[src/hdl/h264dpk_pkg.sv]
// shared types and constants for the h264 rtp depacketizer
// used by every module of the block, no dependencies

package h264dpk_pkg;

    localparam int unsigned MAX_FRAME_BYTES_DEF = 1024 * 2 * 1024;
    localparam int unsigned QUEUE_DEPTH_DEF     = 8;

    localparam int unsigned BYTE_W      = 8;
    localparam int unsigned FRAME_LEN_W = 22;
    localparam int unsigned IN_USER_W   = 2;
    localparam int unsigned OUT_TDATA_W = 40;

    // s_tuser bit positions
    localparam int unsigned USER_FIRST_BIT  = 0;
    localparam int unsigned USER_MARKER_BIT = 1;

    // nal unit types
    localparam logic [4:0] NAL_SINGLE_MIN = 5'd1;
    localparam logic [4:0] NAL_SINGLE_MAX = 5'hc;
    localparam logic [4:0] NAL_STAP_A     = 5'd24;
    localparam logic [4:0] NAL_FU_A       = 5'd28;

    // fu header flags
    localparam int unsigned FU_START_BIT = 7;
    localparam int unsigned FU_END_BIT   = 6;

    // start code 00 00 00 01 then the nal header
    localparam logic [2:0]        START_ONE_IDX  = 3'd3;
    localparam logic [2:0]        START_LAST_IDX = 3'd4;
    localparam logic [BYTE_W-1:0] START_ONE_BYTE = 8'h01;

    typedef enum logic [2:0] {
        PH_HDR,     // awaiting packet header
        PH_SGL,     // single nal body
        PH_LHI,     // stap length high
        PH_LLO,     // stap length low
        PH_SHD,     // stap nal header
        PH_SBD,     // stap nal body
        PH_FUH,     // fu header
        PH_FUB      // fu body or discard
    } phase_t;

    typedef enum logic [1:0] {
        CMD_NONE,   // one beat without stream data
        CMD_BYTE,   // one stream byte
        CMD_START   // start code plus nal header, five beats
    } cmd_kind_t;

    typedef struct packed {
        cmd_kind_t               kind;
        logic [BYTE_W-1:0]       data;
        logic                    done;
        logic [FRAME_LEN_W-1:0]  flen;
        logic                    drop;
        logic                    kreq;
    } cmd_t;

    typedef struct packed {
        logic full;
        logic empty;
    } q_status_t;

endpackage

[src/hdl/h264dpk_front.sv]
// packet parser: classifies each payload byte and issues one command per beat
// depends on h264dpk_pkg

module h264dpk_front #(
    parameter int unsigned MAX_FRAME_BYTES = h264dpk_pkg::MAX_FRAME_BYTES_DEF
) (
    input  logic                                 aclk,
    input  logic                                 aresetn,
    input  logic                                 s_tvalid,
    output logic                                 s_tready,
    input  logic [h264dpk_pkg::BYTE_W-1:0]       s_tdata,
    input  logic [h264dpk_pkg::IN_USER_W-1:0]    s_tuser,
    input  logic                                 s_tlast,
    input  h264dpk_pkg::q_status_t               q_status,
    output logic                                 push,
    output h264dpk_pkg::cmd_t                    push_cmd
);

    localparam int unsigned FC_W  = $clog2(MAX_FRAME_BYTES + 1);
    localparam int unsigned FL_W  = h264dpk_pkg::FRAME_LEN_W;
    localparam logic [FC_W-1:0] LIM_ONE  = FC_W'(MAX_FRAME_BYTES - 1);
    localparam logic [FC_W-1:0] LIM_FIVE = FC_W'(MAX_FRAME_BYTES - 5);
    localparam logic [FC_W-1:0] FC_FIVE  = FC_W'(5);

    h264dpk_pkg::phase_t phase_reg, phase_next;
    logic [2:0]          ind_reg, ind_next;
    logic [7:0]          lhi_reg, lhi_next;
    logic [15:0]         left_reg, left_next;
    logic                frag_open_reg, frag_open_next;
    logic                discard_reg, discard_next;
    logic                perr_reg, perr_next;
    logic [FC_W-1:0]     fc_reg, fc_next;
    logic                good_reg, good_next;

    logic                room_one;
    logic                room_five;
    logic                first;
    logic                marker;
    logic [FC_W+FL_W-1:0] fc_ext;

    assign s_tready  = !q_status.full;
    assign push      = s_tvalid && s_tready;
    assign first     = s_tuser[h264dpk_pkg::USER_FIRST_BIT];
    assign marker    = s_tuser[h264dpk_pkg::USER_MARKER_BIT];
    assign room_one  = fc_reg <= LIM_ONE;
    assign room_five = fc_reg <= LIM_FIVE;

    always_comb begin
        logic [4:0]  ntype;
        logic [15:0] len;
        logic        fu_s;
        logic        fu_e;

        phase_next     = phase_reg;
        ind_next       = ind_reg;
        lhi_next       = lhi_reg;
        left_next      = left_reg;
        frag_open_next = frag_open_reg;
        discard_next   = discard_reg;
        perr_next      = perr_reg;
        fc_next        = fc_reg;
        good_next      = good_reg;

        push_cmd      = '0;
        push_cmd.kind = h264dpk_pkg::CMD_NONE;
        push_cmd.data = s_tdata;

        ntype = s_tdata[4:0];
        len   = {lhi_reg, s_tdata};
        fu_s  = s_tdata[h264dpk_pkg::FU_START_BIT];
        fu_e  = s_tdata[h264dpk_pkg::FU_END_BIT];
        fc_ext = '0;

        if (first && phase_reg != h264dpk_pkg::PH_HDR) begin
            // packet end was missed, the new packet is bad as a whole
            perr_next  = 1'b1;
            phase_next = h264dpk_pkg::PH_FUB;
        end else begin
            unique case (phase_reg)
                h264dpk_pkg::PH_HDR: begin
                    if (ntype >= h264dpk_pkg::NAL_SINGLE_MIN &&
                        ntype <= h264dpk_pkg::NAL_SINGLE_MAX) begin
                        if (room_five) begin
                            push_cmd.kind = h264dpk_pkg::CMD_START;
                            fc_next       = fc_reg + FC_FIVE;
                            phase_next    = h264dpk_pkg::PH_SGL;
                        end else begin
                            perr_next  = 1'b1;
                            phase_next = h264dpk_pkg::PH_FUB;
                        end
                    end else if (ntype == h264dpk_pkg::NAL_STAP_A) begin
                        phase_next = h264dpk_pkg::PH_LHI;
                    end else if (ntype == h264dpk_pkg::NAL_FU_A) begin
                        ind_next   = s_tdata[7:5];
                        phase_next = h264dpk_pkg::PH_FUH;
                    end else begin
                        perr_next  = 1'b1;
                        phase_next = h264dpk_pkg::PH_FUB;
                    end
                end
                h264dpk_pkg::PH_SGL: begin
                    if (room_one) begin
                        push_cmd.kind = h264dpk_pkg::CMD_BYTE;
                        fc_next       = fc_reg + 1'b1;
                    end else begin
                        perr_next  = 1'b1;
                        phase_next = h264dpk_pkg::PH_FUB;
                    end
                end
                h264dpk_pkg::PH_LHI: begin
                    lhi_next   = s_tdata;
                    phase_next = h264dpk_pkg::PH_LLO;
                end
                h264dpk_pkg::PH_LLO: begin
                    if (len == '0) begin
                        perr_next  = 1'b1;
                        phase_next = h264dpk_pkg::PH_FUB;
                    end else begin
                        left_next  = len;
                        phase_next = h264dpk_pkg::PH_SHD;
                    end
                end
                h264dpk_pkg::PH_SHD: begin
                    if (room_five) begin
                        push_cmd.kind = h264dpk_pkg::CMD_START;
                        fc_next       = fc_reg + FC_FIVE;
                        left_next     = left_reg - 1'b1;
                        phase_next    = (left_reg == 16'd1) ? h264dpk_pkg::PH_LHI
                                                            : h264dpk_pkg::PH_SBD;
                    end else begin
                        perr_next  = 1'b1;
                        phase_next = h264dpk_pkg::PH_FUB;
                    end
                end
                h264dpk_pkg::PH_SBD: begin
                    if (room_one) begin
                        push_cmd.kind = h264dpk_pkg::CMD_BYTE;
                        fc_next       = fc_reg + 1'b1;
                        left_next     = left_reg - 1'b1;
                        if (left_reg == 16'd1) begin
                            phase_next = h264dpk_pkg::PH_LHI;
                        end
                    end else begin
                        perr_next  = 1'b1;
                        phase_next = h264dpk_pkg::PH_FUB;
                    end
                end
                h264dpk_pkg::PH_FUH: begin
                    phase_next = h264dpk_pkg::PH_FUB;
                    if (fu_s && !fu_e) begin
                        if (frag_open_reg) begin
                            // repeated start, ignore its payload
                            discard_next = 1'b1;
                        end else begin
                            frag_open_next = 1'b1;
                            if (room_five) begin
                                push_cmd.kind = h264dpk_pkg::CMD_START;
                                push_cmd.data = {ind_reg, s_tdata[4:0]};
                                fc_next       = fc_reg + FC_FIVE;
                            end else begin
                                perr_next = 1'b1;
                            end
                        end
                    end else if (!fu_s && !fu_e) begin
                        if (!frag_open_reg) begin
                            perr_next = 1'b1;
                        end
                    end else if (!fu_s && fu_e) begin
                        if (frag_open_reg) begin
                            frag_open_next = 1'b0;
                        end else begin
                            perr_next = 1'b1;
                        end
                    end else begin
                        frag_open_next = 1'b0;
                        perr_next      = 1'b1;
                    end
                end
                h264dpk_pkg::PH_FUB: begin
                    if (!perr_reg && !discard_reg) begin
                        if (room_one) begin
                            push_cmd.kind = h264dpk_pkg::CMD_BYTE;
                            fc_next       = fc_reg + 1'b1;
                        end else begin
                            perr_next = 1'b1;
                        end
                    end
                end
                default: begin
                    phase_next = h264dpk_pkg::PH_HDR;
                end
            endcase
        end

        if (s_tlast) begin
            // packet ending inside a length, a stap nal header or body, or an fu header is short
            if (!perr_next && (phase_next == h264dpk_pkg::PH_LLO ||
                               phase_next == h264dpk_pkg::PH_SHD ||
                               phase_next == h264dpk_pkg::PH_SBD ||
                               phase_next == h264dpk_pkg::PH_FUH)) begin
                perr_next = 1'b1;
            end
            if (perr_next || (marker && fc_next == '0)) begin
                push_cmd.drop  = 1'b1;
                push_cmd.kreq  = good_reg;
                good_next      = 1'b0;
                fc_next        = '0;
                frag_open_next = 1'b0;
            end else if (marker) begin
                fc_ext         = {{FL_W{1'b0}}, fc_next};
                push_cmd.done  = 1'b1;
                push_cmd.flen  = fc_ext[FL_W-1:0];
                good_next      = 1'b1;
                fc_next        = '0;
                frag_open_next = 1'b0;
            end
            phase_next   = h264dpk_pkg::PH_HDR;
            discard_next = 1'b0;
            perr_next    = 1'b0;
            left_next    = '0;
        end
    end

    always_ff @(posedge aclk) begin
        if (!aresetn) begin
            phase_reg     <= h264dpk_pkg::PH_HDR;
            left_reg      <= '0;
            frag_open_reg <= 1'b0;
            discard_reg   <= 1'b0;
            perr_reg      <= 1'b0;
            fc_reg        <= '0;
            good_reg      <= 1'b0;
        end else if (push) begin
            phase_reg     <= phase_next;
            left_reg      <= left_next;
            frag_open_reg <= frag_open_next;
            discard_reg   <= discard_next;
            perr_reg      <= perr_next;
            fc_reg        <= fc_next;
            good_reg      <= good_next;
        end
    end

    always_ff @(posedge aclk) begin
        if (push) begin
            ind_reg <= ind_next;
            lhi_reg <= lhi_next;
        end
    end

endmodule

[src/hdl/h264dpk_queue.sv]
// short command queue between the parser and the beat emitter
// depends on h264dpk_pkg

module h264dpk_queue #(
    parameter int unsigned DEPTH = h264dpk_pkg::QUEUE_DEPTH_DEF
) (
    input  logic                    aclk,
    input  logic                    aresetn,
    input  logic                    push,
    input  h264dpk_pkg::cmd_t       push_cmd,
    input  logic                    pop,
    output h264dpk_pkg::cmd_t       head,
    output h264dpk_pkg::q_status_t  status
);

    localparam int unsigned PTR_W = (DEPTH > 1) ? $clog2(DEPTH) : 1;
    localparam int unsigned CNT_W = $clog2(DEPTH + 1);
    localparam logic [PTR_W-1:0] PTR_LAST = PTR_W'(DEPTH - 1);
    localparam logic [CNT_W-1:0] CNT_FULL = CNT_W'(DEPTH);

    h264dpk_pkg::cmd_t  mem_reg [DEPTH];
    logic [PTR_W-1:0]   wr_ptr_reg, wr_ptr_next;
    logic [PTR_W-1:0]   rd_ptr_reg, rd_ptr_next;
    logic [CNT_W-1:0]   count_reg, count_next;
    logic               do_push;
    logic               do_pop;

    assign status.full  = count_reg == CNT_FULL;
    assign status.empty = count_reg == '0;
    assign head         = mem_reg[rd_ptr_reg];
    assign do_push      = push && !status.full;
    assign do_pop       = pop && !status.empty;

    always_comb begin
        wr_ptr_next = wr_ptr_reg;
        rd_ptr_next = rd_ptr_reg;
        count_next  = count_reg;
        if (do_push) begin
            wr_ptr_next = (wr_ptr_reg == PTR_LAST) ? '0 : wr_ptr_reg + 1'b1;
        end
        if (do_pop) begin
            rd_ptr_next = (rd_ptr_reg == PTR_LAST) ? '0 : rd_ptr_reg + 1'b1;
        end
        if (do_push && !do_pop) begin
            count_next = count_reg + 1'b1;
        end else if (do_pop && !do_push) begin
            count_next = count_reg - 1'b1;
        end
    end

    always_ff @(posedge aclk) begin
        if (!aresetn) begin
            wr_ptr_reg <= '0;
            rd_ptr_reg <= '0;
            count_reg  <= '0;
        end else begin
            wr_ptr_reg <= wr_ptr_next;
            rd_ptr_reg <= rd_ptr_next;
            count_reg  <= count_next;
        end
    end

    always_ff @(posedge aclk) begin
        if (do_push) begin
            mem_reg[wr_ptr_reg] <= push_cmd;
        end
    end

endmodule

[src/hdl/h264dpk_back.sv]
// beat emitter: expands queued commands into output beats behind an output register
// depends on h264dpk_pkg

module h264dpk_back (
    input  logic                                  aclk,
    input  logic                                  aresetn,
    input  h264dpk_pkg::cmd_t                     head,
    input  h264dpk_pkg::q_status_t                q_status,
    output logic                                  pop,
    output logic                                  m_tvalid,
    input  logic                                  m_tready,
    output logic [h264dpk_pkg::OUT_TDATA_W-1:0]   m_tdata,
    output logic                                  m_tuser,
    output logic                                  m_tlast
);

    localparam int unsigned FL_W  = h264dpk_pkg::FRAME_LEN_W;
    localparam int unsigned PAD_W = h264dpk_pkg::OUT_TDATA_W - h264dpk_pkg::BYTE_W - FL_W - 3;

    logic [2:0]                       idx_reg, idx_next;
    logic                             valid_reg, valid_next;
    logic [h264dpk_pkg::BYTE_W-1:0]   byte_reg, byte_next;
    logic                             oval_reg, oval_next;
    logic                             done_reg, done_next;
    logic [FL_W-1:0]                  flen_reg, flen_next;
    logic                             drop_reg, drop_next;
    logic                             kreq_reg, kreq_next;
    logic                             last_reg, last_next;

    logic load;
    logic last_beat;

    assign load      = !q_status.empty && (!valid_reg || m_tready);
    assign last_beat = head.kind != h264dpk_pkg::CMD_START ||
                       idx_reg == h264dpk_pkg::START_LAST_IDX;
    assign pop       = load && last_beat;

    always_comb begin
        idx_next   = idx_reg;
        valid_next = valid_reg;
        if (load) begin
            valid_next = 1'b1;
            idx_next   = last_beat ? '0 : idx_reg + 1'b1;
        end else if (m_tready) begin
            valid_next = 1'b0;
        end
    end

    always_comb begin
        byte_next = '0;
        oval_next = 1'b1;
        unique case (head.kind)
            h264dpk_pkg::CMD_NONE: begin
                oval_next = 1'b0;
            end
            h264dpk_pkg::CMD_BYTE: begin
                byte_next = head.data;
            end
            h264dpk_pkg::CMD_START: begin
                if (idx_reg == h264dpk_pkg::START_ONE_IDX) begin
                    byte_next = h264dpk_pkg::START_ONE_BYTE;
                end else if (idx_reg == h264dpk_pkg::START_LAST_IDX) begin
                    byte_next = head.data;
                end
            end
            default: begin
                oval_next = 1'b0;
            end
        endcase
        // frame status rides on the final beat only
        last_next = last_beat;
        done_next = last_beat && head.done;
        flen_next = last_beat ? head.flen : '0;
        drop_next = last_beat && head.drop;
        kreq_next = last_beat && head.kreq;
    end

    always_ff @(posedge aclk) begin
        if (!aresetn) begin
            idx_reg   <= '0;
            valid_reg <= 1'b0;
        end else begin
            idx_reg   <= idx_next;
            valid_reg <= valid_next;
        end
    end

    always_ff @(posedge aclk) begin
        if (load) begin
            byte_reg <= byte_next;
            oval_reg <= oval_next;
            done_reg <= done_next;
            flen_reg <= flen_next;
            drop_reg <= drop_next;
            kreq_reg <= kreq_next;
            last_reg <= last_next;
        end
    end

    assign m_tvalid = valid_reg;
    assign m_tdata  = {{PAD_W{1'b0}}, kreq_reg, drop_reg, flen_reg, done_reg, byte_reg};
    assign m_tuser  = oval_reg;
    assign m_tlast  = last_reg;

    // a start code in flight keeps its command at the head of the queue
    a_start_held: assert property (@(posedge aclk) disable iff (!aresetn)
        idx_reg != '0 |-> !q_status.empty && head.kind == h264dpk_pkg::CMD_START)
        else $error("start sequence lost its command");

    // frame status only on the last beat of a byte
    a_status_on_last: assert property (@(posedge aclk) disable iff (!aresetn)
        valid_reg && !last_reg |-> !done_reg && !drop_reg && !kreq_reg && flen_reg == '0)
        else $error("frame status on a non-final beat");

    // a frame is never both completed and dropped
    a_done_xor_drop: assert property (@(posedge aclk) disable iff (!aresetn)
        valid_reg |-> !(done_reg && drop_reg))
        else $error("frame done and drop together");

    // a beat without stream data carries a zero byte
    a_idle_byte_zero: assert property (@(posedge aclk) disable iff (!aresetn)
        valid_reg && !oval_reg |-> byte_reg == '0)
        else $error("nonzero byte on a beat without data");

endmodule

[src/hdl/h264_rtp_depacketizer_unit.sv]
// H.264 RTP depacketizer (single NAL, STAP-A, FU-A) turning payload bytes into an Annex B stream.
// The parser accepts one payload byte per cycle while the queue is not full and classifies it;
// each byte becomes one queued command. The emitter expands a command into one beat, or into
// five beats (00 00 00 01 and the NAL header) where a NAL unit starts. The output port moves one
// beat per cycle while m_tready is high, so each NAL unit started pulls the sustained input rate
// below one byte per cycle; a queue of QUEUE_DEPTH commands absorbs those bursts. An accepted
// byte passes through the queue and the output register before its first beat. Frame status
// (done with its length, or drop with a keyframe request) rides on the last beat of the byte
// that ends a packet; m_tlast marks each byte's last beat. No memory needs clearing after reset.
// depends on h264dpk_pkg, h264dpk_front, h264dpk_queue, h264dpk_back

module h264_rtp_depacketizer_unit #(
    parameter int unsigned MAX_FRAME_BYTES = h264dpk_pkg::MAX_FRAME_BYTES_DEF,
    parameter int unsigned QUEUE_DEPTH     = h264dpk_pkg::QUEUE_DEPTH_DEF
) (
    input  logic                                  aclk,
    input  logic                                  aresetn,
    input  logic                                  s_tvalid,
    output logic                                  s_tready,
    input  logic [h264dpk_pkg::BYTE_W-1:0]        s_tdata,    // payload_byte
    input  logic [h264dpk_pkg::IN_USER_W-1:0]     s_tuser,    // packet_first, marker_bit
    input  logic                                  s_tlast,    // packet_last
    output logic                                  m_tvalid,
    input  logic                                  m_tready,
    // out_byte, frame_done, frame_length, frame_drop, keyframe_request, zero pad
    output logic [h264dpk_pkg::OUT_TDATA_W-1:0]   m_tdata,
    output logic                                  m_tuser,    // out_valid
    output logic                                  m_tlast     // run_last
);

    h264dpk_pkg::cmd_t       push_cmd;
    h264dpk_pkg::cmd_t       head;
    h264dpk_pkg::q_status_t  q_status;
    logic                    push;
    logic                    pop;

    h264dpk_front #(
        .MAX_FRAME_BYTES (MAX_FRAME_BYTES)
    ) u_front (
        .aclk     (aclk),
        .aresetn  (aresetn),
        .s_tvalid (s_tvalid),
        .s_tready (s_tready),
        .s_tdata  (s_tdata),
        .s_tuser  (s_tuser),
        .s_tlast  (s_tlast),
        .q_status (q_status),
        .push     (push),
        .push_cmd (push_cmd)
    );

    h264dpk_queue #(
        .DEPTH (QUEUE_DEPTH)
    ) u_queue (
        .aclk     (aclk),
        .aresetn  (aresetn),
        .push     (push),
        .push_cmd (push_cmd),
        .pop      (pop),
        .head     (head),
        .status   (q_status)
    );

    h264dpk_back u_back (
        .aclk     (aclk),
        .aresetn  (aresetn),
        .head     (head),
        .q_status (q_status),
        .pop      (pop),
        .m_tvalid (m_tvalid),
        .m_tready (m_tready),
        .m_tdata  (m_tdata),
        .m_tuser  (m_tuser),
        .m_tlast  (m_tlast)
    );

endmodule

[config.mk]
export PLATFORM = sky130hd
export DESIGN_NAME = h264_rtp_depacketizer_unit
export DESIGN_NICKNAME = d
export VERILOG_FILES = /design/src/hdl/h264dpk_pkg.sv /design/src/hdl/h264dpk_front.sv /design/src/hdl/h264dpk_queue.sv /design/src/hdl/h264dpk_back.sv /design/src/hdl/h264_rtp_depacketizer_unit.sv
export SDC_FILE = /design/constraint.sdc
export NUM_CORES = 1
export LEC_CHECK = 0
export BUFFER_PORTS_ARGS = -buffer_cell sky130_fd_sc_hd__buf_2
export CELL_PAD_IN_SITES_DETAIL_PLACEMENT = 2
export CELL_PAD_IN_SITES_GLOBAL_PLACEMENT = 2
export CORE_MARGIN = 1.5
export CORE_UTILIZATION = 47
export CTS_BUF_LIST = sky130_fd_sc_hd__clkbuf_8
export DETAILED_ROUTE_END_ITERATION = 10
export PLACE_DENSITY_LB_ADDON = 0.1
export SETUP_SLACK_MARGIN = 0.05
export SLEW_MARGIN = 20
export SYNTH_ARGS = -nofsm -noshare
export SYNTH_HDL_FRONTEND = slang
export SYNTH_HIERARCHICAL = 1
export SYNTH_SLANG_ARGS = --single-unit
[constraint.sdc]
create_clock -name aclk -period 7.2 [get_ports aclk]
set_input_delay 1.08 -clock aclk [delete_from_list [all_inputs] [get_ports aclk]]
set_output_delay 1.08 -clock aclk [all_outputs]
set_load 0.1 [all_outputs]
**Word level (Yosys, flattened, before mapping)**

Memory sizes are Yosys's and may differ from the RTL's. A register that Yosys moved wholly into a read port is not among the register bits.
Index checks and enable logic that the tools add are counted.

- Add/sub/neg operators: 8
- Magnitude comparators: 4
- Equal/unequal tests: 26
- Muxes and demuxes: 90
- Bitwise logic cells: 3
- Reduce and logical (&&, ||, !) cells: 53

Operator list:

| kind | count |
|---|---|
| $mux 22 | 10 |
| $pmux 22 s5 | 1 |
| $mux 16 | 5 |
| $pmux 16 s3 | 1 |
| $mux 23 | 2 |
| $mux 3 | 15 |
| $le 22x21->1 const B | 2 |
| $mux 10 | 4 |
| $mux 1 | 37 |
| $eq 3x3->1 const B | 10 |
| $mux 25 | 1 |
| $mux 8 | 3 |
| $add 22x1->22 const B | 1 |
| $add 22x3->22 const B | 1 |
| $logic_not 22->1 | 1 |
| $pmux 3 s7 | 1 |
| $logic_and 1x1->1 | 18 |
| $eq 16x1->1 const B | 1 |
| $logic_not 16->1 | 1 |
| $pmux 8 s2 | 1 |
| $sub 16x1->16 const B | 1 |
| $eq 3x2->1 const B | 4 |
| $reduce_and 6->1 | 2 |
| $reduce_bool 2->1 | 6 |
| other kinds (27) | 55 |

- Bits in registers: 105
- RAM bits: 280
- Input port bits: 15
- Output and inout bits: 44
- Logic and storage cells: 206
- Memories: 1

Memory list:

| name | words | width | rd ports | clocked after memory_dff | wr ports | line | RTL |
|---|---|---|---|---|---|---|---|
| u_queue.mem_reg | 8 | 35 | 1 | 1 | 1 | h264dpk_queue.sv:21 | `h264dpk_pkg::cmd_t mem_reg [DEPTH];` |

**Depth between registers and ports, before layout**

- Word-level depth: 16
- Depth in mapped cells: 18

**Cells and area by module**

Netlist, hierarchy kept.

Modules (own cells, without submodules):

| module | instances | cells each | area an instance (µm²) | seq. area each (µm²) |
|---|---|---|---|---|
| h264dpk_queue | 1 | 481 | 11,478.5 | 8,668.3 |
| h264dpk_front | 1 | 677 | 4,932.2 | 1,231.2 |
| h264dpk_back | 1 | 119 | 1,681.6 | 1,131.1 |

**Worst setup path before layout**

OpenSTA, ideal clock, no wires.

- Kind: reg2reg
- From: reg u_queue.count_reg[0]
- To: mem u_queue/mem_reg[0][0] in the netlist's numbering, enable pin
- Setup time: 515 ps
- Arrival: 5,678 ps
- Path slack: 1,008 ps
- Cell stages (with the launch flop): 10
- Period minus slack after synthesis: 6,192 ps
- Cells stage by stage: dfxtp_1 nor3_1 and2_1 inv_1 nand2_1 inv_1 clkbuf_1 a21bo_2 buf_2 nor4_1

RTL lines:

| what | line | RTL |
|---|---|---|
| start: declaration | h264dpk_queue.sv:24 | `logic [CNT_W-1:0] count_reg, count_next;` |
| start signal: assignment | h264dpk_queue.sv:59 | `count_reg <= count_next;` |
| end: declaration | h264dpk_queue.sv:21 |  |

==> reports/results.tsv <==
stage	metric	value	unit
clocking	cts_resized	0	
routing	ant_nets	0	
setup_path	critPathCaptureType	flip-flop	
power_and_ir_drop	total_power	7.326	mW
final_layout	final_nets	1370	
logic_synthesis	ys.flop_type	edfxtp_1	
power_and_ir_drop	ir_drop	0.0001650	V
grt	gr-usage-all-layers	31.14	%
die	die_x	199.2	µm
clocking	cts_sinks	388	
final_layout	finalNonFillerCells	1904	
logic_synthesis	syn_inst	1277	
flow_run	maxCapViolCount	0	
status	outcome	finished clean	
place	dpl.cell_count	1779	
place	place_ws	2.030	ns
timing	drv_slew	0	
grt	overflow	0	
die	initial_core_util	47.92	%
timing	period_share	69.27	%
die	die_h	199.2	µm
final_layout	fin_util	53.21	%
setup_path	cp-start-kind	flip-flop	
routing	first_pass_iters	5	
routing	drt_wl_total	61.80	mm
logic_synthesis	synth_edf_count	326	
timing	setup_viol	0	
logic_synthesis	synthDistinctLibCells	98	
power_and_ir_drop	power_density	364.7	nW/µm²
place	postPlaceCellArea	18740	µm²
timing	fin_ws	2.213	ns
timing	timing.setup.tns	0	ns
power_and_ir_drop	p_leak	6.619	nW
clocking	clock_path_buffers	3	
clocking	htreeDepth	3	
logic_synthesis	syn_area	18090	µm²
routing	routedWlPerCell	32.46	µm
setup_path	crit_fanout	11	
final_layout	area_delta_synth_final	11.04	%
clocking	cts-root-buf	clkbuf_8	
final_layout	final_area	20090	µm²
timing	finalClockSkew	0.03237	ns
clocking	post-cts-setup-buffers	0	
die	die-area	39680	µm²
routing	drt-vias-per-instance	6.403	
timing	min_period	4.987	ns
timing	grt_setup_unrepaired	no	
clocking	cts_tree	yes	
logic_synthesis	ys_seq_area_share	60.97	%
timing	relSlewSlack	29.15	%
timing	max_freq	0.2005	GHz
clocking	clk_latency	0.62	ns
die	coreArea	37760	µm²
setup_path	cp.arrival	5.24	ns
logic_synthesis	ys_seq_elements	388	
place	port_buffers	51	
place	hpwl	38.57	mm
logic_synthesis	synth-async-reset-ratio	0	%
logic_synthesis	syn_area_per_cell	14.17	µm²
clocking	hold_buffers	0	
worst_hold_path	hold_path_class	reg2reg	
grt	grt_first_pass_wirelength	88.37	mm
setup_path	crit_required	7.45	ns
clocking	numCtsBuffers	68	
clocking	clkTransAtPathRegs	0.06	ns
final_layout	fillCellCount	3455	
timing	finalHoldViolations	0	
place	routabilityCongestion	0.9099	
final_layout	largest_reg_flops	280	
logic_synthesis	yosys_warnings	6	
setup_path	path_class	reg2reg	
die	pin_count	59	
final_layout	post_route_cells_drive_above_1_share	17.99	%
routing	drc_errors	0	
timing	finalHoldWorstSlack	0.4841	ns
timing	worst_pin_slew	1.055	ns
grt	antenna_found_initial	4	
grt	grt_max_degree	45	
grt	grt_pass1_vias	13100	
routing	first_iter_violations	1108	
routing	routed-via-count	12190	
die	num_rows	71	
[worst paths after layout]
kind | cells past startpoint | slack [ns] | startpoint | endpoint
worst max-delay path | 9 | 2.21 | u_front/fc_reg[6]$_SDFFE_PN0P_ | u_queue/mem_reg[2][9]$_DFFE_PP_
worst min-delay path | 2 | 0.48 | u_front/left_reg[14]$_SDFFE_PN0P_ | u_front/left_reg[14]$_SDFFE_PN0P_
worst max register to register | 9 | 2.21 | u_front/fc_reg[6]$_SDFFE_PN0P_ | u_queue/mem_reg[2][9]$_DFFE_PP_
worst min register to register | 2 | 0.48 | u_front/left_reg[14]$_SDFFE_PN0P_ | u_front/left_reg[14]$_SDFFE_PN0P_
[report_power, final]
group	internal (mW)	switching, mW	total [mW]
Sequential	2.74	0.184	2.92
Clock	1.06	0.988	2.05
Combinational	0.645	1.71	2.36
Total	4.44	2.88	7.33
[layer usage]
metal	share of wire, %	routed length, µm	vias to the layer above	GRT usage, %
li1	-	-	5201	-
met2	50	30920	498	53.58
met3	6.2	3811	125	5.603
met1	41	25350	6367	39.96
met4	2.8	1723	0	9.820
met5	0	0	-	0
[area by class of cell]
type	count	area (µm²)	share of cell area, %
timing repair buffer	77	462.9	2.304
sequential	388	11040	54.94
clock inverter	44	252.7	1.258
antenna	3	7.507	0.03737
inverter	28	105.1	0.5232
clock buffer	77	1060	5.275
multi-input combinational	776	6525	32.48
tap	511	639.4	3.183
[worst max-delay path, stage by stage, from the launching register on]
cell and delay (ns):
dfxtp_1 0.66, nand4_1 0.39, nor3_2 0.74, a21oi_1 0.39
nand2_1 0.17, mux2i_1 0.08, a222oi_1 0.75, nand4_1 0.33
nor4_4 0.78, nor3_1 0.34
[logic make-up (layout without fill, tap and decap cells)]
kind of cell               after synthesis  after routing  share of synthesized area [%]
AOI/OAI and AO/OA                      256            256                          10.04
buffers and inverters                  119            226                          3.437
other                                    1             10                        0.02073
and+or+nand+nor                        379            379                          11.36
muxes                                  111            111                          12.68
adders and majority gates               16             16                          1.148
xor gates and xnor gates                 7              7                         0.3389
DFF                                    388            388                          60.97
[Yosys cell counts, types with 7 or more instances]
cell type  number  share of area [%]
nand4_1        17               0.59
and2_1         16               0.55
ha_1           15                1.0
clkbuf_1       43               0.89
o211ai_1       15               0.62
o21ai_0        48                1.3
a21oi_1        46                1.3
and3_1         13               0.45
a211oi_1        9               0.37
buf_6          11               0.68
edfxtp_1      326                 54
mux4_1         70                 10
nor3_1         40                1.1
nand3_1        24               0.66
buf_2          14               0.39
nor3b_1         8               0.33
a2111oi_0       7               0.34
inv_1          28               0.58
or3_1          12               0.41
nor2b_1        38                1.3
nand2_1        87                1.8
nor4_1         10               0.35
a21boi_0       15               0.62
mux2_2         36                2.2
and4_1          8               0.39
dfxtp_1        62                6.9
o31ai_1         9               0.37
o21a_1         10               0.41
buf_4          16               0.66
a31oi_1        16               0.55
nor2_1         64                1.3
[cells in the final DEF, fill, tap and decap left out, types with 7 or more instances in the layout]
master | Yosys | layout
nand2_1 | 87 | 87
nor3b_1 | 8 | 8
conb_1 | 1 | 7
and4_1 | 8 | 8
nand4_1 | 17 | 17
or3_1 | 12 | 12
a31oi_1 | 16 | 15
a21boi_0 | 15 | 15
nor3_1 | 40 | 36
clkbuf_8 | 0 | 77
clkinv_2 | 0 | 7
o31ai_1 | 9 | 9
a21oi_1 | 46 | 46
nand3_1 | 24 | 24
and3_1 | 13 | 13
dfxtp_1 | 62 | 59
buf_4 | 16 | 25
mux2_2 | 36 | 36
a2111oi_0 | 7 | 7
nor4_1 | 10 | 9
a211oi_1 | 9 | 9
inv_1 | 28 | 53
o21a_1 | 10 | 10
o211ai_1 | 15 | 15
nor2b_1 | 38 | 38
ha_1 | 15 | 15
nor2_1 | 64 | 60
and2_1 | 16 | 16
buf_2 | 14 | 51
edfxtp_1 | 326 | 326
mux4_1 | 70 | 70
o21ai_0 | 48 | 48
Note: power is estimated with default switching activity, not from simulation.
